$ cat config.mk
export PLATFORM = sky130hd
export DESIGN_NAME = expression_lexer
export DESIGN_NICKNAME = d
export VERILOG_FILES = /design/src/rtl/exl_pkg.sv /design/src/rtl/exl_step.sv /design/src/rtl/exl_fifo.sv /design/src/rtl/expression_lexer.sv
export SDC_FILE = /design/constraint.sdc
export NUM_CORES = 1
export LEC_CHECK = 0
export ABC_AREA = 1
export BUFFER_PORTS_ARGS = -buffer_cell sky130_fd_sc_hd__buf_2
export CAP_MARGIN = 20
export CORE_MARGIN = 1
export CORE_UTILIZATION = 25
export CTS_CLUSTER_SIZE = 30
export DETAILED_ROUTE_END_ITERATION = 16
export GPL_TIMING_DRIVEN = 0
export PLACE_DENSITY = 0.49
export SYNTH_ARGS = -nofsm -noshare
export SYNTH_HDL_FRONTEND = slang
export SYNTH_HIERARCHICAL = 1
export SYNTH_SLANG_ARGS = --single-unit
$ cat constraint.sdc
create_clock -name clk_i -period 6.15 [get_ports clk_i]
set_input_delay 0.9225 -clock clk_i [delete_from_list [all_inputs] [get_ports clk_i]]
set_output_delay 0.9225 -clock clk_i [all_outputs]
set_load 0.01 [all_outputs]
$ cat src/rtl/exl_pkg.sv
// ----------------------------------------------------------------------------
// exl_pkg
// Shared types, codes and character-class helpers for the expression lexer.
// ----------------------------------------------------------------------------
`default_nettype none

package exl_pkg;

  localparam int unsigned OUT_W = 16;

  typedef enum logic [3:0] {
    M_IDLE,
    M_COMMENT,
    M_ZERO,
    M_DEC,
    M_HEX,
    M_BIN,
    M_STRING,
    M_OPER,
    M_SYMBOL,
    M_ERROR
  } mode_e;

  // result kinds
  localparam logic [1:0] RK_TOKEN  = 2'd0;
  localparam logic [1:0] RK_ERROR  = 2'd1;
  localparam logic [1:0] RK_STATUS = 2'd2;

  // error codes
  localparam logic [2:0] ERR_NONE     = 3'd0;
  localparam logic [2:0] ERR_CHAR     = 3'd1;
  localparam logic [2:0] ERR_PREFIX   = 3'd2;
  localparam logic [2:0] ERR_NUMBER   = 3'd3;
  localparam logic [2:0] ERR_OPER     = 3'd4;
  localparam logic [2:0] ERR_STRING   = 3'd5;
  localparam logic [2:0] ERR_BRACKETS = 3'd6;

  // token kinds
  localparam logic [5:0] TK_STRING = 6'd0;
  localparam logic [5:0] TK_BIN    = 6'd1;
  localparam logic [5:0] TK_DEC    = 6'd2;
  localparam logic [5:0] TK_HEX    = 6'd3;
  localparam logic [5:0] TK_BOOL   = 6'd4;
  localparam logic [5:0] TK_SYMBOL = 6'd5;
  localparam logic [5:0] TK_FUNC   = 6'd6;
  localparam logic [5:0] TK_LPAR   = 6'd7;
  localparam logic [5:0] TK_RPAR   = 6'd8;
  localparam logic [5:0] TK_LBRACE = 6'd9;
  localparam logic [5:0] TK_RBRACE = 6'd10;
  localparam logic [5:0] TK_PLUS   = 6'd11;
  localparam logic [5:0] TK_MINUS  = 6'd12;
  localparam logic [5:0] TK_STAR   = 6'd13;
  localparam logic [5:0] TK_SLASH  = 6'd14;
  localparam logic [5:0] TK_PCT    = 6'd15;
  localparam logic [5:0] TK_BOR    = 6'd16;
  localparam logic [5:0] TK_BAND   = 6'd17;
  localparam logic [5:0] TK_XOR    = 6'd18;
  localparam logic [5:0] TK_TILDE  = 6'd19;
  localparam logic [5:0] TK_LT     = 6'd20;
  localparam logic [5:0] TK_GT     = 6'd21;
  localparam logic [5:0] TK_BANG   = 6'd22;
  localparam logic [5:0] TK_ASSIGN = 6'd23;
  localparam logic [5:0] TK_COMMA  = 6'd24;
  localparam logic [5:0] TK_SEMI   = 6'd25;
  localparam logic [5:0] TK_POW    = 6'd26;
  localparam logic [5:0] TK_IDIV   = 6'd27;
  localparam logic [5:0] TK_LAND   = 6'd28;
  localparam logic [5:0] TK_LOR    = 6'd29;
  localparam logic [5:0] TK_LE     = 6'd30;
  localparam logic [5:0] TK_GE     = 6'd31;
  localparam logic [5:0] TK_NE     = 6'd32;
  localparam logic [5:0] TK_NONE   = 6'd63;

  // keyword text, first character in the low byte
  localparam logic [31:0] KW_TRUE  = {"e", "u", "r", "t"};
  localparam logic [39:0] KW_FALSE = {"e", "s", "l", "a", "f"};
  localparam logic [31:0] KW_FUNC  = {"c", "n", "u", "f"};

  localparam int unsigned FIFO_DEPTH = 4;
  localparam int unsigned FIFO_AW    = 2;

  typedef struct packed {
    logic [1:0]       rkind;
    logic [5:0]       tkind;
    logic [OUT_W-1:0] start;
    logic [OUT_W-1:0] len;
    logic [2:0]       err;
    logic             last;
  } res_t;

  function automatic res_t mk_res(logic [1:0] rk, logic [5:0] tk, logic [OUT_W-1:0] st,
                                  logic [OUT_W-1:0] ln, logic [2:0] er);
    res_t r;
    r.rkind = rk;
    r.tkind = tk;
    r.start = st;
    r.len   = ln;
    r.err   = er;
    r.last  = 1'b0;
    return r;
  endfunction

  function automatic logic is_alpha(logic [7:0] c);
    return (c >= "a" && c <= "z") || (c >= "A" && c <= "Z");
  endfunction

  function automatic logic is_dig(logic [7:0] c);
    return (c >= "0" && c <= "9") || c == ".";
  endfunction

  function automatic logic is_hexd(logic [7:0] c);
    return is_dig(c) || (c >= "a" && c <= "f") || (c >= "A" && c <= "F");
  endfunction

  function automatic logic is_symc(logic [7:0] c);
    return is_alpha(c) || is_dig(c) || c == "_";
  endfunction

  function automatic logic is_quote(logic [7:0] c);
    return c == 8'h27 || c == 8'h22;
  endfunction

  function automatic logic is_nl(logic [7:0] c);
    return c == 8'h0d || c == 8'h0a;
  endfunction

  function automatic logic [5:0] op_kind(logic [7:0] c);
    logic [5:0] k;
    case (c)
      "+":     k = TK_PLUS;
      "-":     k = TK_MINUS;
      "*":     k = TK_STAR;
      "/":     k = TK_SLASH;
      "%":     k = TK_PCT;
      "|":     k = TK_BOR;
      "&":     k = TK_BAND;
      "^":     k = TK_XOR;
      "~":     k = TK_TILDE;
      "<":     k = TK_LT;
      ">":     k = TK_GT;
      "!":     k = TK_BANG;
      "=":     k = TK_ASSIGN;
      default: k = TK_NONE;
    endcase
    return k;
  endfunction

  // operators that may take a second character
  function automatic logic op_can_pair(logic [5:0] k);
    return k == TK_STAR || k == TK_SLASH || k == TK_BOR || k == TK_BAND ||
           k == TK_LT || k == TK_GT || k == TK_BANG;
  endfunction

  function automatic logic [7:0] pair_char(logic [5:0] k);
    logic [7:0] c;
    case (k)
      TK_STAR:  c = "*";
      TK_SLASH: c = "/";
      TK_BOR:   c = "|";
      TK_BAND:  c = "&";
      default:  c = "=";
    endcase
    return c;
  endfunction

  function automatic logic [5:0] pair_kind(logic [5:0] k);
    logic [5:0] p;
    case (k)
      TK_STAR:  p = TK_POW;
      TK_SLASH: p = TK_IDIV;
      TK_BOR:   p = TK_LOR;
      TK_BAND:  p = TK_LAND;
      TK_LT:    p = TK_LE;
      TK_GT:    p = TK_GE;
      default:  p = TK_NE;
    endcase
    return p;
  endfunction

endpackage

`default_nettype wire

$ cat src/rtl/exl_step.sv
// ----------------------------------------------------------------------------
// exl_step
// Next-state and result logic for one registered input item.
// ----------------------------------------------------------------------------
`default_nettype none

module exl_step #(
  parameter int unsigned POS_WIDTH     = 16,
  parameter int unsigned KEYWORD_CHARS = 5
) (
  input  wire logic                       req_i,
  input  wire logic [7:0]                 chr_i,
  input  exl_pkg::mode_e                  mode_i,
  input  wire logic [5:0]                 pkind_i,
  input  wire logic [POS_WIDTH-1:0]       pstart_i,
  input  wire logic [POS_WIDTH-1:0]       plen_i,
  input  wire logic [POS_WIDTH-1:0]       pos_i,
  input  wire logic [POS_WIDTH:0]         depth_i,
  input  wire logic [8*KEYWORD_CHARS-1:0] kw_i,
  output exl_pkg::mode_e                  mode_o,
  output logic [5:0]                      pkind_o,
  output logic [POS_WIDTH-1:0]            pstart_o,
  output logic [POS_WIDTH-1:0]            plen_o,
  output logic [POS_WIDTH-1:0]            pos_o,
  output logic [POS_WIDTH:0]              depth_o,
  output logic [8*KEYWORD_CHARS-1:0]      kw_o,
  output logic [1:0]                      n_o,
  output exl_pkg::res_t                   res0_o,
  output exl_pkg::res_t                   res1_o
);
  import exl_pkg::*;

  logic [POS_WIDTH-1:0] pos_inc;
  logic [POS_WIDTH-1:0] plen_inc;
  logic [OUT_W-1:0]     pos_w;
  logic [5:0]           flush_kind;
  logic [5:0]           chr_op;
  mode_e                mode_v;
  logic                 flush_v;
  logic                 fresh_v;
  logic [1:0]           n_v;
  res_t                 res_a [2];
  logic [2:0]           end_err;

  assign pos_inc  = (pos_i == '1) ? pos_i : pos_i + 1'b1;
  assign plen_inc = (plen_i == '1) ? plen_i : plen_i + 1'b1;
  assign pos_w    = OUT_W'(pos_i);
  assign chr_op   = op_kind(chr_i);

  // keyword promotion of a finished symbol
  always_comb begin
    flush_kind = pkind_i;
    if (mode_i == M_SYMBOL) begin
      if ((plen_i == POS_WIDTH'(4) && kw_i[31:0] == KW_TRUE) ||
          (plen_i == POS_WIDTH'(5) && kw_i[39:0] == KW_FALSE)) begin
        flush_kind = TK_BOOL;
      end else if (plen_i == POS_WIDTH'(4) && kw_i[31:0] == KW_FUNC) begin
        flush_kind = TK_FUNC;
      end
    end
  end

  always_comb begin
    mode_v   = mode_i;
    pkind_o  = pkind_i;
    pstart_o = pstart_i;
    plen_o   = plen_i;
    pos_o    = pos_inc;
    depth_o  = depth_i;
    kw_o     = kw_i;
    flush_v  = 1'b0;
    fresh_v  = 1'b0;
    n_v      = 2'd0;
    res_a[0] = '0;
    res_a[1] = '0;
    end_err  = ERR_NONE;

    if (req_i) begin
      // end of input: flush a pending token (a lone zero gives a prefix error), then status, then back to reset state
      if (mode_i == M_ZERO) begin
        res_a[0] = mk_res(RK_ERROR, 6'd0, pos_w, '0, ERR_PREFIX);
        n_v      = 2'd1;
        mode_v   = M_ERROR;
      end else if (mode_i == M_DEC || mode_i == M_HEX || mode_i == M_BIN ||
                   mode_i == M_OPER || mode_i == M_SYMBOL) begin
        res_a[0] = mk_res(RK_TOKEN, flush_kind, OUT_W'(pstart_i), OUT_W'(plen_i), ERR_NONE);
        n_v      = 2'd1;
        mode_v   = M_IDLE;
      end
      if (mode_v == M_STRING) begin
        end_err = ERR_STRING;
      end else if (mode_v != M_ERROR && depth_i != '0) begin
        end_err = ERR_BRACKETS;
      end
      res_a[n_v[0]] = mk_res(RK_STATUS, 6'd0, pos_w, '0, end_err);
      n_v      = n_v + 2'd1;
      mode_v   = M_IDLE;
      pkind_o  = '0;
      pstart_o = '0;
      plen_o   = '0;
      pos_o    = '0;
      depth_o  = '0;
      kw_o     = '0;
    end else begin
      case (mode_i)
        M_IDLE:    fresh_v = 1'b1;
        M_COMMENT: if (is_nl(chr_i)) mode_v = M_IDLE;
        M_ZERO: begin
          if (chr_i == "x" || chr_i == "X") begin
            pkind_o  = TK_HEX;
            mode_v   = M_HEX;
            pstart_o = pos_inc;
            plen_o   = '0;
          end else if (chr_i == "b" || chr_i == "B") begin
            pkind_o  = TK_BIN;
            mode_v   = M_BIN;
            pstart_o = pos_inc;
            plen_o   = '0;
          end else begin
            res_a[0] = mk_res(RK_ERROR, 6'd0, pos_w, '0, ERR_PREFIX);
            n_v      = 2'd1;
            mode_v   = M_ERROR;
          end
        end
        M_DEC, M_HEX, M_BIN: begin
          if ((mode_i == M_DEC && is_dig(chr_i)) ||
              (mode_i == M_HEX && is_hexd(chr_i)) ||
              (mode_i == M_BIN && (chr_i == "0" || chr_i == "1"))) begin
            plen_o = plen_inc;
          end else if (is_symc(chr_i)) begin
            res_a[0] = mk_res(RK_ERROR, 6'd0, pos_w, '0, ERR_NUMBER);
            n_v      = 2'd1;
            mode_v   = M_ERROR;
          end else begin
            flush_v = 1'b1;
            fresh_v = 1'b1;
          end
        end
        M_STRING: begin
          if (is_quote(chr_i)) flush_v = 1'b1;
          else plen_o = plen_inc;
        end
        M_OPER: begin
          if (chr_op != TK_NONE) begin
            if (chr_i == pair_char(pkind_i)) begin
              res_a[0] = mk_res(RK_TOKEN, pair_kind(pkind_i), OUT_W'(pstart_i),
                                OUT_W'(2), ERR_NONE);
              mode_v   = M_IDLE;
            end else begin
              res_a[0] = mk_res(RK_ERROR, 6'd0, pos_w, '0, ERR_OPER);
              mode_v   = M_ERROR;
            end
            n_v = 2'd1;
          end else begin
            flush_v = 1'b1;
            fresh_v = 1'b1;
          end
        end
        M_SYMBOL: begin
          if (is_symc(chr_i)) begin
            for (int i = 0; i < KEYWORD_CHARS; i++) begin
              if (plen_i == POS_WIDTH'(i)) kw_o[8*i +: 8] = chr_i;
            end
            plen_o = plen_inc;
          end else begin
            flush_v = 1'b1;
            fresh_v = 1'b1;
          end
        end
        default: mode_v = M_ERROR;
      endcase

      if (flush_v) begin
        res_a[0] = mk_res(RK_TOKEN, flush_kind, OUT_W'(pstart_i), OUT_W'(plen_i), ERR_NONE);
        n_v      = 2'd1;
        mode_v   = M_IDLE;
      end

      // the character starts something new
      if (fresh_v) begin
        if (chr_i == " " || chr_i == 8'h09 || is_nl(chr_i)) begin
          mode_v = M_IDLE;
        end else if (chr_i == "#") begin
          mode_v = M_COMMENT;
        end else if (is_dig(chr_i)) begin
          pkind_o  = TK_DEC;
          pstart_o = pos_i;
          if (chr_i == "0") begin
            mode_v = M_ZERO;
            plen_o = '0;
          end else begin
            mode_v = M_DEC;
            plen_o = POS_WIDTH'(1);
          end
        end else if (chr_op != TK_NONE) begin
          if (op_can_pair(chr_op)) begin
            pkind_o  = chr_op;
            pstart_o = pos_i;
            plen_o   = POS_WIDTH'(1);
            mode_v   = M_OPER;
          end else begin
            res_a[n_v[0]] = mk_res(RK_TOKEN, chr_op, pos_w, OUT_W'(1), ERR_NONE);
            n_v = n_v + 2'd1;
          end
        end else if (is_quote(chr_i)) begin
          pkind_o  = TK_STRING;
          pstart_o = pos_inc;
          plen_o   = '0;
          mode_v   = M_STRING;
        end else if (is_symc(chr_i)) begin
          pkind_o  = TK_SYMBOL;
          pstart_o = pos_i;
          plen_o   = POS_WIDTH'(1);
          mode_v   = M_SYMBOL;
          kw_o     = (8*KEYWORD_CHARS)'(chr_i);
        end else begin
          case (chr_i)
            "(", "{", ")", "}", ",", ";": begin
              case (chr_i)
                "(":     res_a[n_v[0]] = mk_res(RK_TOKEN, TK_LPAR, pos_w, OUT_W'(1), ERR_NONE);
                "{":     res_a[n_v[0]] = mk_res(RK_TOKEN, TK_LBRACE, pos_w, OUT_W'(1), ERR_NONE);
                ")":     res_a[n_v[0]] = mk_res(RK_TOKEN, TK_RPAR, pos_w, OUT_W'(1), ERR_NONE);
                "}":     res_a[n_v[0]] = mk_res(RK_TOKEN, TK_RBRACE, pos_w, OUT_W'(1), ERR_NONE);
                ",":     res_a[n_v[0]] = mk_res(RK_TOKEN, TK_COMMA, pos_w, OUT_W'(1), ERR_NONE);
                default: res_a[n_v[0]] = mk_res(RK_TOKEN, TK_SEMI, pos_w, OUT_W'(1), ERR_NONE);
              endcase
              if (chr_i == "(" || chr_i == "{") depth_o = depth_i + 1'b1;
              else if (chr_i == ")" || chr_i == "}") depth_o = depth_i - 1'b1;
            end
            default: begin
              res_a[n_v[0]] = mk_res(RK_ERROR, 6'd0, pos_w, '0, ERR_CHAR);
              mode_v = M_ERROR;
            end
          endcase
          n_v = n_v + 2'd1;
        end
      end
    end

    // flag the final result of this item
    if (n_v == 2'd1) res_a[0].last = 1'b1;
    else if (n_v == 2'd2) res_a[1].last = 1'b1;
  end

  assign mode_o = mode_v;
  assign n_o    = n_v;
  assign res0_o = res_a[0];
  assign res1_o = res_a[1];

endmodule

`default_nettype wire

$ cat src/rtl/exl_fifo.sv
// ----------------------------------------------------------------------------
// exl_fifo
// Result queue: takes up to two results a cycle, hands out one a cycle.
// ----------------------------------------------------------------------------
`default_nettype none

module exl_fifo (
  input  wire logic    clk_i,
  input  wire logic    rst_ni,
  input  wire logic [1:0] push_n_i,
  input  exl_pkg::res_t push0_i,
  input  exl_pkg::res_t push1_i,
  output logic         room_o,
  input  wire logic    pop_i,
  output logic         valid_o,
  output exl_pkg::res_t data_o
);
  import exl_pkg::*;

  res_t               mem_q [FIFO_DEPTH];
  logic [FIFO_AW-1:0] wp_q, wp_d;
  logic [FIFO_AW-1:0] rp_q, rp_d;
  logic [FIFO_AW:0]   cnt_q, cnt_d;
  logic               pop;
  logic [FIFO_AW-1:0] wp_next;

  assign valid_o = (cnt_q != '0);
  assign pop     = pop_i && valid_o;
  // two free entries are needed before the next item is processed
  assign room_o  = (cnt_q <= (FIFO_AW+1)'(FIFO_DEPTH - 2));
  assign data_o  = mem_q[rp_q];
  assign wp_next = wp_q + 1'b1;

  always_comb begin
    wp_d  = wp_q + push_n_i[FIFO_AW-1:0];
    rp_d  = pop ? rp_q + 1'b1 : rp_q;
    cnt_d = cnt_q + (FIFO_AW+1)'(push_n_i) - (FIFO_AW+1)'(pop);
  end

  always_ff @(posedge clk_i) begin
    if (push_n_i != 2'd0) mem_q[wp_q] <= push0_i;
    if (push_n_i == 2'd2) mem_q[wp_next] <= push1_i;
  end

  always_ff @(posedge clk_i or negedge rst_ni) begin
    if (!rst_ni) begin
      wp_q  <= '0;
      rp_q  <= '0;
      cnt_q <= '0;
    end else begin
      wp_q  <= wp_d;
      rp_q  <= rp_d;
      cnt_q <= cnt_d;
    end
  end

endmodule

`default_nettype wire

$ cat src/rtl/expression_lexer.sv
// Flow: an accepted item is held in the input register, and its results are then written to
//   the result queue, from which they are offered on the output port.
// One input item per cycle while the result queue has room; an item with two results
//   leaves the single output port one per cycle, as the result queue drains one per cycle.
// Reset: rst_ni is asynchronous, active low; clears lexer state, input register and
//   result queue. The end-of-input marker also returns the lexer to its reset state.
// ----------------------------------------------------------------------------
// expression_lexer
// Streaming tokenizer: one character per transfer, tokens and status out.
// ----------------------------------------------------------------------------
`default_nettype none

module expression_lexer #(
  parameter int unsigned POS_WIDTH     = 16,
  parameter int unsigned KEYWORD_CHARS = 5
) (
  input  wire logic        clk_i,
  input  wire logic        rst_ni,
  input  wire logic        in_valid_i,
  output logic             in_ready_o,
  input  wire logic        req_type_i,
  input  wire logic [7:0]  char_code_i,
  output logic             out_valid_o,
  input  wire logic        out_ready_i,
  output logic [1:0]       result_kind_o,
  output logic [5:0]       token_kind_o,
  output logic [15:0]      token_start_o,
  output logic [15:0]      token_length_o,
  output logic [2:0]       error_code_o,
  output logic             last_o
);
  import exl_pkg::*;

  logic                       in_valid_q, in_valid_d;
  logic                       req_q;
  logic [7:0]                 chr_q;
  logic                       adv;
  logic                       room;

  mode_e                      mode_q, mode_d;
  logic [5:0]                 pkind_q, pkind_d;
  logic [POS_WIDTH-1:0]       pstart_q, pstart_d;
  logic [POS_WIDTH-1:0]       plen_q, plen_d;
  logic [POS_WIDTH-1:0]       pos_q, pos_d;
  logic [POS_WIDTH:0]         depth_q, depth_d;
  logic [8*KEYWORD_CHARS-1:0] kw_q, kw_d;

  logic [1:0]                 n_res;
  logic [1:0]                 push_n;
  res_t                       res0, res1, head;

  assign adv        = in_valid_q && room;
  assign in_ready_o = !in_valid_q || adv;
  assign in_valid_d = (in_valid_i && in_ready_o) ? 1'b1 : (adv ? 1'b0 : in_valid_q);
  assign push_n     = adv ? n_res : 2'd0;

  always_ff @(posedge clk_i) begin
    if (in_valid_i && in_ready_o) begin
      req_q <= req_type_i;
      chr_q <= char_code_i;
    end
  end

  exl_step #(
    .POS_WIDTH    (POS_WIDTH),
    .KEYWORD_CHARS(KEYWORD_CHARS)
  ) u_step (
    .req_i   (req_q),
    .chr_i   (chr_q),
    .mode_i  (mode_q),
    .pkind_i (pkind_q),
    .pstart_i(pstart_q),
    .plen_i  (plen_q),
    .pos_i   (pos_q),
    .depth_i (depth_q),
    .kw_i    (kw_q),
    .mode_o  (mode_d),
    .pkind_o (pkind_d),
    .pstart_o(pstart_d),
    .plen_o  (plen_d),
    .pos_o   (pos_d),
    .depth_o (depth_d),
    .kw_o    (kw_d),
    .n_o     (n_res),
    .res0_o  (res0),
    .res1_o  (res1)
  );

  always_ff @(posedge clk_i or negedge rst_ni) begin
    if (!rst_ni) begin
      in_valid_q <= 1'b0;
      mode_q     <= M_IDLE;
      pkind_q    <= '0;
      pstart_q   <= '0;
      plen_q     <= '0;
      pos_q      <= '0;
      depth_q    <= '0;
      kw_q       <= '0;
    end else begin
      in_valid_q <= in_valid_d;
      if (adv) begin
        mode_q   <= mode_d;
        pkind_q  <= pkind_d;
        pstart_q <= pstart_d;
        plen_q   <= plen_d;
        pos_q    <= pos_d;
        depth_q  <= depth_d;
        kw_q     <= kw_d;
      end
    end
  end

  exl_fifo u_fifo (
    .clk_i   (clk_i),
    .rst_ni  (rst_ni),
    .push_n_i(push_n),
    .push0_i (res0),
    .push1_i (res1),
    .room_o  (room),
    .pop_i   (out_ready_i),
    .valid_o (out_valid_o),
    .data_o  (head)
  );

  assign result_kind_o  = head.rkind;
  assign token_kind_o   = head.tkind;
  assign token_start_o  = head.start;
  assign token_length_o = head.len;
  assign error_code_o   = head.err;
  assign last_o         = head.last;

endmodule

`default_nettype wire

==> results of run 1 <==
-- cells in the mapped netlist (21+ instances only) --
cell type	count	area share (%)
o21ai_0	251	5.7
a21oi_1	117	2.6
edfxtp_1	185	25
buf_4	37	1.3
xor2_1	21	0.83
inv_1	234	4.0
inv_2	25	0.42
o22ai_1	36	1.0
nor3_1	44	0.99
o21ai_1	22	0.50
nand4_1	28	0.79
nand3_1	349	7.9
dfrtp_1	123	14
nand2_1	1123	19
nor2_1	313	5.3
clkbuf_1	60	1.0
buf_2	82	1.9
-- stage by stage --
| stage | power, uW | setup TNS, ns | instance area (um2) |
|---|---|---|---|
| after floorplan | 6730 | 0 | 22200 |
| after global placement | 8910 | -98.23 | 24000 |
| after global routing | 12100 | 0 | 25400 |
| after CTS | 11400 | 0 | 25400 |
| after detailed placement | 8960 | 0 | 24100 |
| final | 11300 | 0 | 25400 |
-- worst max-delay path: stages, from the launching register on --
cell and delay (ns):
edfxtp_1 0.64, inv_2 0.33, nand2_4 0.11, nor2_1 0.22
nand2_2 0.10, nand3_1 0.10, nor3_1 0.05, nand2_1 0.46
clkinv_1 0.54, ha_1 0.44, a22oi_1 0.09, o211ai_1 0.34
inv_1 0.07, nor2_1 0.23, inv_1 0.13, nand4_2 0.31
buf_2 0.31, nand2_2 0.53, buf_16 0.39
-- path summary, 6_finish.rpt --
path / from / to / slack (ns) / depth (start not counted)
setup / recovery: chr_q[0]$_DFFE_PP_ / u_fifo/mem_q[0][26]$_DFFE_PP_ / 0.43 / 18
hold / removal: rst_ni / depth_q[7]$_DFFE_PN0P_ / 0.36 / 1
setup reg to reg: chr_q[0]$_DFFE_PP_ / u_fifo/mem_q[0][26]$_DFFE_PP_ / 0.43 / 18
hold reg to reg: pstart_q[8]$_DFFE_PN0P_ / pstart_q[8]$_DFFE_PN0P_ / 0.47 / 2
max in group asynchronous: rst_ni / plen_q[6]$_DFFE_PN0P_ / 5.00 / 2
min in group clk_i: pstart_q[8]$_DFFE_PN0P_ / pstart_q[8]$_DFFE_PN0P_ / 0.47 / 2
-- kinds of logic (layout without fill, tap and decap cells) --
| group | Yosys count | count (layout) |
|---|---|---|
| buffers and inverters | 461 | 595 |
| AO/OA/AOI/OAI | 499 | 499 |
| AND/OR/NAND/NOR | 1938 | 1938 |
| multiplexers | 2 | 2 |
| other | 1 | 16 |
| flip-flops | 308 | 308 |
| adder cells (fa/ha/maj) | 14 | 14 |
| XOR/XNOR | 22 | 22 |
-- area by class of cell --
type | instances | area [um2]
Fill cell | 9699 | 61900
Inverter | 264 | 998
Clock inverter | 16 | 195
Buffer | 197 | 1080
Multi-Input combinational cell | 2491 | 11500
Clock buffer | 54 | 1090
Timing Repair Buffer | 64 | 417
Tap cell | 1155 | 1450
Sequential cell | 308 | 8630
-- routing by layer --
layer  vias to the layer above  GRT usage, %  part of all wire [%]
met3                       119          2.61                   6.7
met4                         0          4.85                   2.3
met1                     10501          26.8                    46
met2                       797          29.6                    45
li1                      10922             -                     -
met5                         -             0                     0
-- sequential cells by signal, indices dropped and copies added, names as in the netlist, 2 cells and up --
signal / cells
pstart_q: 16
u_fifo/rp_q: 2
depth_q: 17
pos_q: 16
plen_q: 16
mode_q: 4
pkind_q: 6
u_fifo/mem_q: 176
u_fifo/wp_q: 2
chr_q: 8
u_fifo/cnt_q: 3
kw_q: 40
-- report_power, final --
part / internal (uW) / total (uW) / leakage [uW] / switching [uW]
registers: 2760 / 3000 / 0.00341 / 235
logic: 1600 / 5950 / 0.00750 / 4340
clock network: 1410 / 2360 / 0.000637 / 951
total: 5780 / 11300 / 0.0115 / 5530
==> results.tsv, run 1 <==
stage	metric	value	unit
yosys	synthMuxAreaShare	0.102	%
floorplan	ioPinCount	59	
drt	drt_iter0_drc	2224	
floorplan	rows	108	
drt	drc_errors	0	
finish	layout_common_cells	1119 x nand2_1, 349 x nand3_1, 313 x nor2_1, 251 x o21ai_0, 234 x inv_1	
global_routing	grtUsageTotal	18.8	%
finish	drive_gt1_share	10.6	%
finish	layout_commonest_cell	nand2_1	
setup_path	cp.arrival	6.03	ns
min_path	hp-class	input pin to asynchronous set/reset pin	
clock_network	cts_max_level	2	
sta	grt_setup_unrepaired	false	
clock_network	cts_root_buf	clkbuf_16	
setup_path	critPathRequiredTime	6.46	ns
global_routing	grt_start_max_net_pins	67	
yosys	synth-edff-count	185	
floorplan	die_h	300	um
yosys	avgSynthCellArea	6.83	um2
clock_network	path_clk_slew	0.06	ns
yosys	yosys.area_share.simple	37.4	%
setup_path	cp-end-kind	register	
sta	fin_ws	0.435	ns
placed_design	dp.cells	4479	
sta	report.final.slew_viol_count	0	
yosys	ys_types	56	
finish	diodes	0	
global_routing	grt_pass1_vias	20717	
power_and_ir_drop	p_leak	0.0115	uW
global_routing	grt_pass1_wl	131000	um
power_and_ir_drop	power.density	446	nW/um2
setup_path	critPathKind	register to register	
sta	final-hold-violation-count	0	
clock_network	cts_buffer_depth	3	
global_routing	globalRoute.totalOverflow	0	
setup_path	cp_max_fo	27	
floorplan	coreArea	87300	um2
placed_design	place_congestion	0.945	
clock_network	cts_tree	yes	
sta	period_needed	5.72	ns
finish	final_util	29.1	%
drt	wl_per_cell	18.8	um
clock_network	postCtsSetupBuffers	0	
finish	fin_cells	4549	
floorplan	dieWidth	300	um
power_and_ir_drop	ir_worst_vdd	190	uV
yosys	synthAdderAreaFrac	0.824	%
floorplan	initial_core_util	25.4	%
sta	tightest_slew	1.02	ns
finish	syn2layout_area_growth	14.5	%
drt	wirelength	85500	um
clock_network	cts_buffers	39	
clock_network	ctsResizeCount	0	
global_routing	grt_antenna_before_repair	0	
yosys	syn_inst	3245	
drt	antenna_left	0	
floorplan	dieArea	89800	um2
clock_network	insertion_delay	0.58	ns
clock_network	cts_hold_buf	0	
sta	setup_violations	0	
yosys	ys.warnings.count	6	
flow_run	cap_violations	0	
sta	max_freq	175	MHz
yosys	async_flop_share	39.9	%
setup_path	worst_setup_path_start_kind	register	
yosys	netlist_area	22200	um2
sta	worst_hold_slack	0.357	ns
drt	viasPerCell	4.91	
yosys	synth_seq_cells	308	
placed_design	place_ws	0.365	ns
clock_network	cts.sinks	308	
yosys	synth_top_family_by_area	simple AND/OR/NAND/NOR gates	
drt	via_count	22339	
finish	finalNetCount	3392	
sta	finalClockSkew	0.0199	ns
yosys	synth_xor_area_share	0.870	%
sta	slew_headroom	32.3	%
yosys	synth_compound_area_share	12.4	%
yosys	synth_sequential_area_ratio	39.0	%
drt	first_pass_iters	6	
sta	finalCritPeriodShare	92.9	%
yosys	synthFlopType	edfxtp_1	
outcome	status	finished, final reports clean	
placed_design	hpwlAfterDp	63400	um
placed_design	io_buffers	58	
Note: power is estimated with default switching activity, not from simulation.
==> run 2: changes to the inputs <==
--- a/config.mk
+++ b/config.mk
@@ -5,7 +5,6 @@
 export SDC_FILE = /design/constraint.sdc
 export NUM_CORES = 1
 export LEC_CHECK = 0
-export ABC_AREA = 1
 export BUFFER_PORTS_ARGS = -buffer_cell sky130_fd_sc_hd__buf_2
 export CAP_MARGIN = 20
 export CORE_MARGIN = 1
@@ -14,6 +13,7 @@
 export DETAILED_ROUTE_END_ITERATION = 16
 export GPL_TIMING_DRIVEN = 0
 export PLACE_DENSITY = 0.49
+export SLEW_MARGIN = 40
 export SYNTH_ARGS = -nofsm -noshare
 export SYNTH_HDL_FRONTEND = slang
 export SYNTH_HIERARCHICAL = 1
==> run 2 against run 1 <==
Effect of this change:
- area after synthesis decreased by 7.7%
- global-route usage decreased by 2.8 points
- non-clock buffer count decreased by 31
- clock power decreased by 5%
- sequential cell count unchanged
- clock-buffer cell count increased by 2
- combinational power decreased by 19%
- setup slack got worse by 0.19 ns
- sequential power decreased by 3%
- largest cell class unchanged
- highest routed layer unchanged
==> results.tsv, run 2 <==
stage	metric	value	unit	change
yosys	synth_seq_cells	308		unchanged
sta	max_freq	169	MHz	was 175 MHz
sta	report.final.slew_viol_count	0		unchanged
floorplan	dieArea	83000	um2	was 89800 um2
placed_design	place_congestion	0.951		was 0.945
setup_path	endpoint	u_fifo/mem_q[2][8]$_DFFE_PP_		was u_fifo/mem_q[0][26]$_DFFE_PP_
global_routing	globalRoute.totalOverflow	0		unchanged
yosys	async_flop_share	39.9	%	unchanged
setup_path	cp-end-kind	register		unchanged
setup_path	critPathKind	register to register		unchanged
sta	slew_headroom	37.9	%	was 32.3%
drt	dr_wl_met2	31200	um	was 38100 um
clock_network	cts_buffers	39		unchanged
yosys	syn_inst	1827		was 3245
yosys	synth_top_area_share	27.1	%	was 25.1%
global_routing	grt_start_max_net_pins	68		was 67
clock_network	path_clk_slew	0.05	ns	was 0.06 ns
floorplan	rows	104		was 108
drt	viasPerCell	5.18		was 4.91
drt	via_count	15794		was 22339
finish	finalNetCount	1986		was 3392
setup_path	slowest_stage	nor4b_1		was edfxtp_1
sta	finalCritPeriodShare	96.0	%	was 92.9%
finish	regMostFlops	u_fifo/mem_q		unchanged
yosys	yosys.area.top_type	edfxtp_1		unchanged
setup_path	critPathMaxStageDelay	0.62	ns	was 0.64 ns
finish	syn2layout_area_growth	16.2	%	was 14.5%
power_and_ir_drop	clkPwrFrac	22.6	%	was 20.9%
sta	finalClockSkew	0.0119	ns	was 0.0199 ns
power_and_ir_drop	p_leak	0.00905	uW	was 0.0115 uW
clock_network	cts_max_level	2		unchanged
power_and_ir_drop	ir_worst_vdd	180	uV	was 190 uV
setup_path	crit_path_start	chr_q[4]$_DFFE_PP_		was chr_q[0]$_DFFE_PP_
placed_design	io_buffers	58		unchanged
floorplan	die_h	288	um	was 300 um
power_and_ir_drop	p_seq_share	29.3	%	was 26.5%
global_routing	grt_antenna_before_repair	0		unchanged
clock_network	cts_tree	yes		unchanged
global_routing	grt_pass1_wl	101000	um	was 131000 um
floorplan	initial_core_util	25.3	%	was 25.4%
min_path	hp-class	input pin to asynchronous set/reset pin		unchanged
yosys	ys.warnings.count	6		unchanged
drt	wirelength	66800	um	was 85500 um
power_and_ir_drop	p_sw	4060	uW	was 5530 uW
yosys	synth_most_common_cell	mux2_2		was nand2_1
finish	fin_cells	3049		was 4549
power_and_ir_drop	power.density	419	nW/um2	was 446 nW/um2
outcome	status	finished, final reports clean		unchanged
finish	drive_gt1_share	30.7	%	was 10.6%
setup_path	rr_worst_depth	18		unchanged
clock_network	cts_buffer_depth	3		unchanged
setup_path	rr_startpoint	chr_q[4]$_DFFE_PP_		was chr_q[0]$_DFFE_PP_
setup_path	timing.rr.end	u_fifo/mem_q[2][8]$_DFFE_PP_		was u_fifo/mem_q[0][26]$_DFFE_PP_
drt	drt_iter0_drc	1293		was 2224
setup_path	cpMostUsedCell	a21oi_1		
yosys	yosys-top-cells-count	235 x mux2_2, 185 x edfxtp_1, 132 x nor2_1		was 1123 x nand2_1, 349 x nand3_1, 313 x nor2_1
yosys	synth_sequential_area_ratio	42.2	%	was 39.0%
sta	tightest_slew	0.932	ns	was 1.02 ns
drt	antenna_left	0		unchanged
power_and_ir_drop	combPwrFrac	48.1	%	was 52.6%
floorplan	coreArea	80800	um2	was 87300 um2
yosys	synthFlopType	edfxtp_1		unchanged
yosys	ys_types	110		was 56
setup_path	critPathRequiredTime	6.40	ns	was 6.46 ns
sta	final-hold-violation-count	0		unchanged
finish	diodes	0		unchanged
finish	layout_common_cells	235 x mux2_2, 185 x edfxtp_1, 129 x nor2_1, 123 x dfrtp_1, 103 x nand2_1		was 1119 x nand2_1, 349 x nand3_1, 313 x nor2_1, 251 x o21ai_0, 234 x inv_1
setup_path	cp_max_fo	12		was 27
floorplan	dieWidth	288	um	was 300 um
setup_path	cp.arrival	6.16	ns	was 6.03 ns
setup_path	worst_setup_path_start_kind	register		unchanged
finish	layout_commonest_cell	mux2_2		was nand2_1
placed_design	hpwlAfterDp	49400	um	was 63400 um
sta	setup_tns	0	ns	unchanged
yosys	avgSynthCellArea	11.2	um2	was 6.83 um2
sta	period_needed	5.91	ns	was 5.72 ns
sta	grt_setup_unrepaired	false		unchanged
yosys	synth_area_leaders	edfxtp_1 27%, dfrtp_1 15%, mux2_2 13%		was edfxtp_1 25%, nand2_1 19%, dfrtp_1 14%
flow_run	cap_violations	0		unchanged
yosys	netlist_area	20500	um2	was 22200 um2
power_and_ir_drop	p_sw_share	40.7	%	was 48.9%
finish	largest_registers	u_fifo/mem_q x176, kw_q x40, depth_q x17		unchanged
global_routing	grt_pass1_vias	15901		was 20717
setup_path	path_cells	clkbuf_1 -> nor4b_1 -> a21oi_1 -> o32ai_1 -> a32o_1 -> a211o_1 -> inv_2 -> ha_1 -> nand2_1 -> a21oi_1 -> a221o_1 -> and3_1 -> and4bb_2 -> buf_2 -> buf_4 -> o21bai_4 -> buf_16 -> buf_8		was inv_2 -> nand2_4 -> nor2_1 -> nand2_2 -> nand3_1 -> nor3_1 -> nand2_1 -> clkinv_1 -> ha_1 -> a22oi_1 -> o211ai_1 -> inv_1 -> nor2_1 -> inv_1 -> nand4_2 -> buf_2 -> nand2_2 -> buf_16
floorplan	ioPinCount	59		unchanged
clock_network	postCtsSetupBuffers	0		unchanged
yosys	synth-edff-count	185		unchanged
drt	wl_met1	30600	um	was 39700 um
placed_design	dp.cells	2978		was 4479
drt	first_pass_iters	7		was 6
drt	highest_layer	met4		unchanged
sta	worst_hold_slack	0.299	ns	was 0.357 ns
drt	drc_errors	0		unchanged
clock_network	insertion_delay	0.55	ns	was 0.58 ns
clock_network	cts.sinks	308		unchanged
clock_network	cts_root_buf	clkbuf_16		unchanged
sta	setup_violations	0		unchanged
drt	wl_per_cell	21.9	um	was 18.8 um
finish	largest_reg_flops	176		unchanged
setup_path	r2r_slack	0.24	ns	was 0.43 ns
global_routing	grtUsageTotal	16.0	%	was 18.8%
power_and_ir_drop	p_int	5910	uW	was 5780 uW
drt	met3_length	3300	um	was 5730 um
run 2: changes by cell type after synthesis, moves of 25 or more:
cell	before	now
nor2_1	313	132
buf_2	82	37
inv_1	234	24
nand2_1	1123	103
mux4_2	0	44
a21oi_1	117	86
and2_1	0	33
mux2_2	2	235
nand3_1	349	51
mux2_4	0	60
and3_1	1	26
o21ai_0	251	52
o22ai_1	36	8
run 2: worst min path at each step:
stage	start	endpoint	slack, ns	cells after the start
floorplan	pkind_q[4]$_DFFE_PN0P_	pkind_q[4]$_DFFE_PN0P_	0.48	1
global placement	pos_q[15]$_DFFE_PN0P_	pos_q[15]$_DFFE_PN0P_	0.49	1
detailed placement	depth_q[9]$_DFFE_PN0P_	depth_q[9]$_DFFE_PN0P_	0.49	1
CTS	rst_ni	depth_q[10]$_DFFE_PN0P_	0.32	1
global route	rst_ni	depth_q[10]$_DFFE_PN0P_	0.32	1
finish	rst_ni	depth_q[10]$_DFFE_PN0P_	0.30	1
run 2: repair_timing:
item                       in CTS  in global routing
gates resized for setup         0                  1
setup endpoints to repair       0                 19
hold buffers                    0                  0
run 2: final cells by class:
type	count	area, um2
clock inverter	15	146
tap	1060	1330
clock buffer	56	1100
timing repair buffer	76	601
fill	8227	57000
buffer	154	815
inverter	28	105
multi-input combinational	1352	11100
sequential	308	8630
run 2: through the flow:
stage	cell area, um2	worst slack [ns]	power (uW)	util (%)
2_1_floorplan	20500	0.0883	6030	-
5_1_grt	23800	0.0443	10500	29.4
4_1_cts	23800	0.278	10000	29.4
3_5_place_dp	22500	0.289	7740	27.9
3_3_place_gp	22100	-2.79	7570	27.4
6_report	23800	0.245	9970	29.4
run 2: cells by family (layout without fill, tap and decap cells):
family	after synthesis	count (layout)	share of synthesized area, %
mux	362	362	23.3
buf+inv	182	329	4.48
flops	308	308	42.2
simple gates	579	579	15.3
xor+xnor	31	31	1.33
other cells	1	16	0.0183
compound gates	350	350	12.4
fa+ha+maj	14	14	0.893
run 2: power groups by stage:
| stage | Sequential, uW | Combinational [uW] | Clock [uW] |
|---|---|---|---|
| 2_1_floorplan | 2910 | 3120 | 0 |
| 3_3_place_gp | 2990 | 4580 | 0 |
| 3_5_place_dp | 2960 | 4780 | 0 |
| 4_1_cts | 2920 | 4800 | 2320 |
| 5_1_grt | 2960 | 5110 | 2400 |
| 6_report | 2920 | 4790 | 2250 |
run 2: critical path: cells and delay by family (launching register included):
| kind | cells | cell delay [ns] |
|---|---|---|
| adder cells (fa/ha/maj) | 1 | 0.29 |
| AO/OA/AOI/OAI | 7 | 2.18 |
| flip-flops | 1 | 0.43 |
| AND/OR/NAND/NOR | 4 | 1.32 |
| buffers and inverters | 6 | 1.35 |
run 2: per-layer routing:
metal / global-route usage (%) / vias to the layer above
met2: 26.3 / 489
met4: 4.68 / 0
met1: 21.8 / 7946
met3: 2.15 / 89
li1: - / 7270
met5: 0 / -
==> run 3: changes to the inputs <==
--- a/config.mk
+++ b/config.mk
@@ -5,6 +5,7 @@
 export SDC_FILE = /design/constraint.sdc
 export NUM_CORES = 1
 export LEC_CHECK = 0
+export ABC_AREA = 1
 export BUFFER_PORTS_ARGS = -buffer_cell sky130_fd_sc_hd__buf_2
 export CAP_MARGIN = 20
 export CORE_MARGIN = 1
==> run 3 against run 2 <==
Effect of this change:
- highest routed layer is now met5
- clock-buffer cell count down 4
- clock power grew 5%
- die area grew 8.2%
==> results.tsv, run 3 (synthesis gave the netlist of run 1 again) <==
stage	metric	value	unit	change
outcome	status	finished, final reports clean		unchanged
floorplan	coreArea	87300	um2	was 80800 um2
power_and_ir_drop	p_int	5780	uW	was 5910 uW
setup_path	rr_worst_depth	20		was 18
finish	syn2layout_area_growth	14.8	%	was 16.2%
drt	first_pass_iters	5		was 7
sta	tightest_slew	0.916	ns	was 0.932 ns
setup_path	worst_setup_path_start_kind	register		unchanged
min_path	hp-class	input pin to asynchronous set/reset pin		unchanged
clock_network	cts_tree	yes		unchanged
floorplan	dieWidth	300	um	was 288 um
global_routing	grt_start_max_net_pins	65		was 68
drt	viasPerCell	4.88		was 5.18
drt	via_count	22205		was 15794
power_and_ir_drop	clkPwrFrac	20.9	%	was 22.6%
sta	grt_setup_unrepaired	false		unchanged
drt	wl_per_cell	18.8	um	was 21.9 um
finish	largest_registers	u_fifo/mem_q x176, kw_q x40, depth_q x17		unchanged
power_and_ir_drop	p_leak	0.0116	uW	was 0.00905 uW
sta	final-hold-violation-count	0		unchanged
setup_path	cp-end-kind	register		unchanged
floorplan	dieArea	89800	um2	was 83000 um2
setup_path	cp_max_fo	25		was 12
power_and_ir_drop	p_sw_share	48.9	%	was 40.7%
sta	worst_hold_slack	0.340	ns	was 0.299 ns
sta	finalClockSkew	0.0257	ns	was 0.0119 ns
power_and_ir_drop	p_sw	5530	uW	was 4060 uW
clock_network	cts_buffers	39		unchanged
setup_path	critPathRequiredTime	6.46	ns	was 6.40 ns
global_routing	globalRoute.totalOverflow	0		unchanged
drt	wirelength	85700	um	was 66800 um
finish	diodes	0		unchanged
placed_design	io_buffers	58		unchanged
power_and_ir_drop	power.density	444	nW/um2	was 419 nW/um2
clock_network	cts_max_level	2		unchanged
floorplan	rows	108		was 104
setup_path	path_cells	inv_2 -> nand2_4 -> nor2_1 -> nand2_2 -> nand3_1 -> nor3_1 -> nand2_1 -> clkinv_1 -> ha_1 -> a22oi_1 -> o211ai_1 -> inv_1 -> nor2_1 -> inv_1 -> nand2_2 -> inv_4 -> nand2_2 -> buf_4 -> nand2_4 -> buf_12		was clkbuf_1 -> nor4b_1 -> a21oi_1 -> o32ai_1 -> a32o_1 -> a211o_1 -> inv_2 -> ha_1 -> nand2_1 -> a21oi_1 -> a221o_1 -> and3_1 -> and4bb_2 -> buf_2 -> buf_4 -> o21bai_4 -> buf_16 -> buf_8
finish	drive_gt1_share	10.8	%	was 30.7%
global_routing	grtUsageTotal	18.9	%	was 16.0%
clock_network	insertion_delay	0.57	ns	was 0.55 ns
finish	largest_reg_flops	176		unchanged
sta	report.final.slew_viol_count	0		unchanged
global_routing	grt_antenna_before_repair	1		was 0
global_routing	grt_pass1_wl	131000	um	was 101000 um
power_and_ir_drop	combPwrFrac	52.6	%	was 48.1%
sta	period_needed	5.43	ns	was 5.91 ns
floorplan	initial_core_util	25.4	%	was 25.3%
sta	setup_violations	0		unchanged
finish	layout_commonest_cell	nand2_1		was mux2_2
floorplan	die_h	300	um	was 288 um
drt	antenna_left	0		unchanged
setup_path	critPathMaxStageDelay	0.64	ns	was 0.62 ns
clock_network	ctsResizeCount	0		unchanged
placed_design	place_congestion	0.945		was 0.951
sta	finalCritPeriodShare	88.3	%	was 96.0%
placed_design	place_ws	0.760	ns	was 0.289 ns
clock_network	postCtsSetupBuffers	0		unchanged
sta	slew_headroom	38.7	%	was 37.9%
drt	drc_errors	0		unchanged
finish	fillCellCount	9717		was 8227
sta	setup_tns	0	ns	unchanged
setup_path	critPathKind	register to register		unchanged
finish	regArea	8630	um2	unchanged
finish	multi_input_area	11500	um2	was 11100 um2
floorplan	ioPinCount	59		unchanged
setup_path	slowest_stage	edfxtp_1		was nor4b_1
clock_network	cts_hold_buf	0		unchanged
power_and_ir_drop	finalPower	11300	uW	was 9970 uW
setup_path	cpMostUsedCell	nand2_2		was a21oi_1
clock_network	cts_root_buf	clkbuf_16		unchanged
power_and_ir_drop	ir_worst_vdd	208	uV	was 180 uV
clock_network	cts.sinks	308		unchanged
placed_design	hpwlAfterDp	63400	um	was 49400 um
sta	max_freq	184	MHz	was 169 MHz
finish	layout_common_cells	1119 x nand2_1, 349 x nand3_1, 313 x nor2_1, 251 x o21ai_0, 234 x inv_1		was 235 x mux2_2, 185 x edfxtp_1, 129 x nor2_1, 123 x dfrtp_1, 103 x nand2_1
drt	drt_iter0_drc	2182		was 1293
finish	finalNetCount	3393		was 1986
power_and_ir_drop	p_seq_share	26.5	%	was 29.3%
finish	regMostFlops	u_fifo/mem_q		unchanged
setup_path	cp.arrival	5.74	ns	was 6.16 ns
sta	fin_ws	0.722	ns	was 0.245 ns
flow_run	cap_violations	0		unchanged
global_routing	grt_pass1_vias	20693		was 15901
clock_network	path_clk_slew	0.07	ns	was 0.05 ns
clock_network	cts_buffer_depth	3		unchanged
==> run 3: worst max-delay path, delay by kind of cell, from the launching register on <==
kind | cells | cell delay [ns]
AND/OR/NAND/NOR | 10 | 1.97
AO/OA/AOI/OAI | 2 | 0.42
adder cells (fa/ha/maj) | 1 | 0.44
buffers and inverters | 7 | 1.66
flip-flops | 1 | 0.64
==> run 3: cell type report <==
type	count	area share, %
buffer	197	4.25
clock buffer	52	4.26
clock inverter	17	0.802
inverter	264	3.93
multi-input combinational	2491	45.4
sequential	308	33.9
tap	1155	5.68
timing repair buffer	65	1.74
==> run 3: layer usage <==
| metal | global-route usage [%] | up-vias | wire length [um] |
|---|---|---|---|
| li1 | - | 10929 | - |
| met3 | 2.36 | 129 | 5640 |
| met1 | 27.3 | 10383 | 39900 |
| met4 | 5.36 | 2 | 2310 |
| met5 | 0 | - | 19 |
| met2 | 29.2 | 762 | 37800 |
==> run 3: path summary, 6_finish.rpt <==
kind                            slack, ns                startpoint                             to
worst max-delay path                 0.72        chr_q[0]$_DFFE_PP_  u_fifo/mem_q[1][10]$_DFFE_PP_
worst min-delay path                 0.34                    rst_ni           pos_q[7]$_DFFE_PN0P_
worst max register to register       0.72        chr_q[0]$_DFFE_PP_  u_fifo/mem_q[1][10]$_DFFE_PP_
worst min register to register       0.47  pstart_q[10]$_DFFE_PN0P_       pstart_q[10]$_DFFE_PN0P_
max in group asynchronous            5.14                    rst_ni          plen_q[8]$_DFFE_PN0P_
min in group clk_i                   0.47  pstart_q[10]$_DFFE_PN0P_       pstart_q[10]$_DFFE_PN0P_
==> run 3: through the flow <==
step	utilization (%)	instances	area, um2
6_report	29.1	4549	25400
5_1_grt	29.1	4549	25400
4_1_cts	29.1	4548	25400
3_5_place_dp	27.7	4479	24100
3_3_place_gp	27.4	4473	24000
2_1_floorplan	-	3260	22200
==> run 3: power by group through the flow <==
stage	sequential (uW)	clock, uW	combinational [uW]
after CTS	2990	2430	5930
after floorplan	2970	0	3760
after global routing	3040	2510	6550
final	3000	2360	5950
after detailed placement	3030	0	5920
after global placement	3060	0	5860
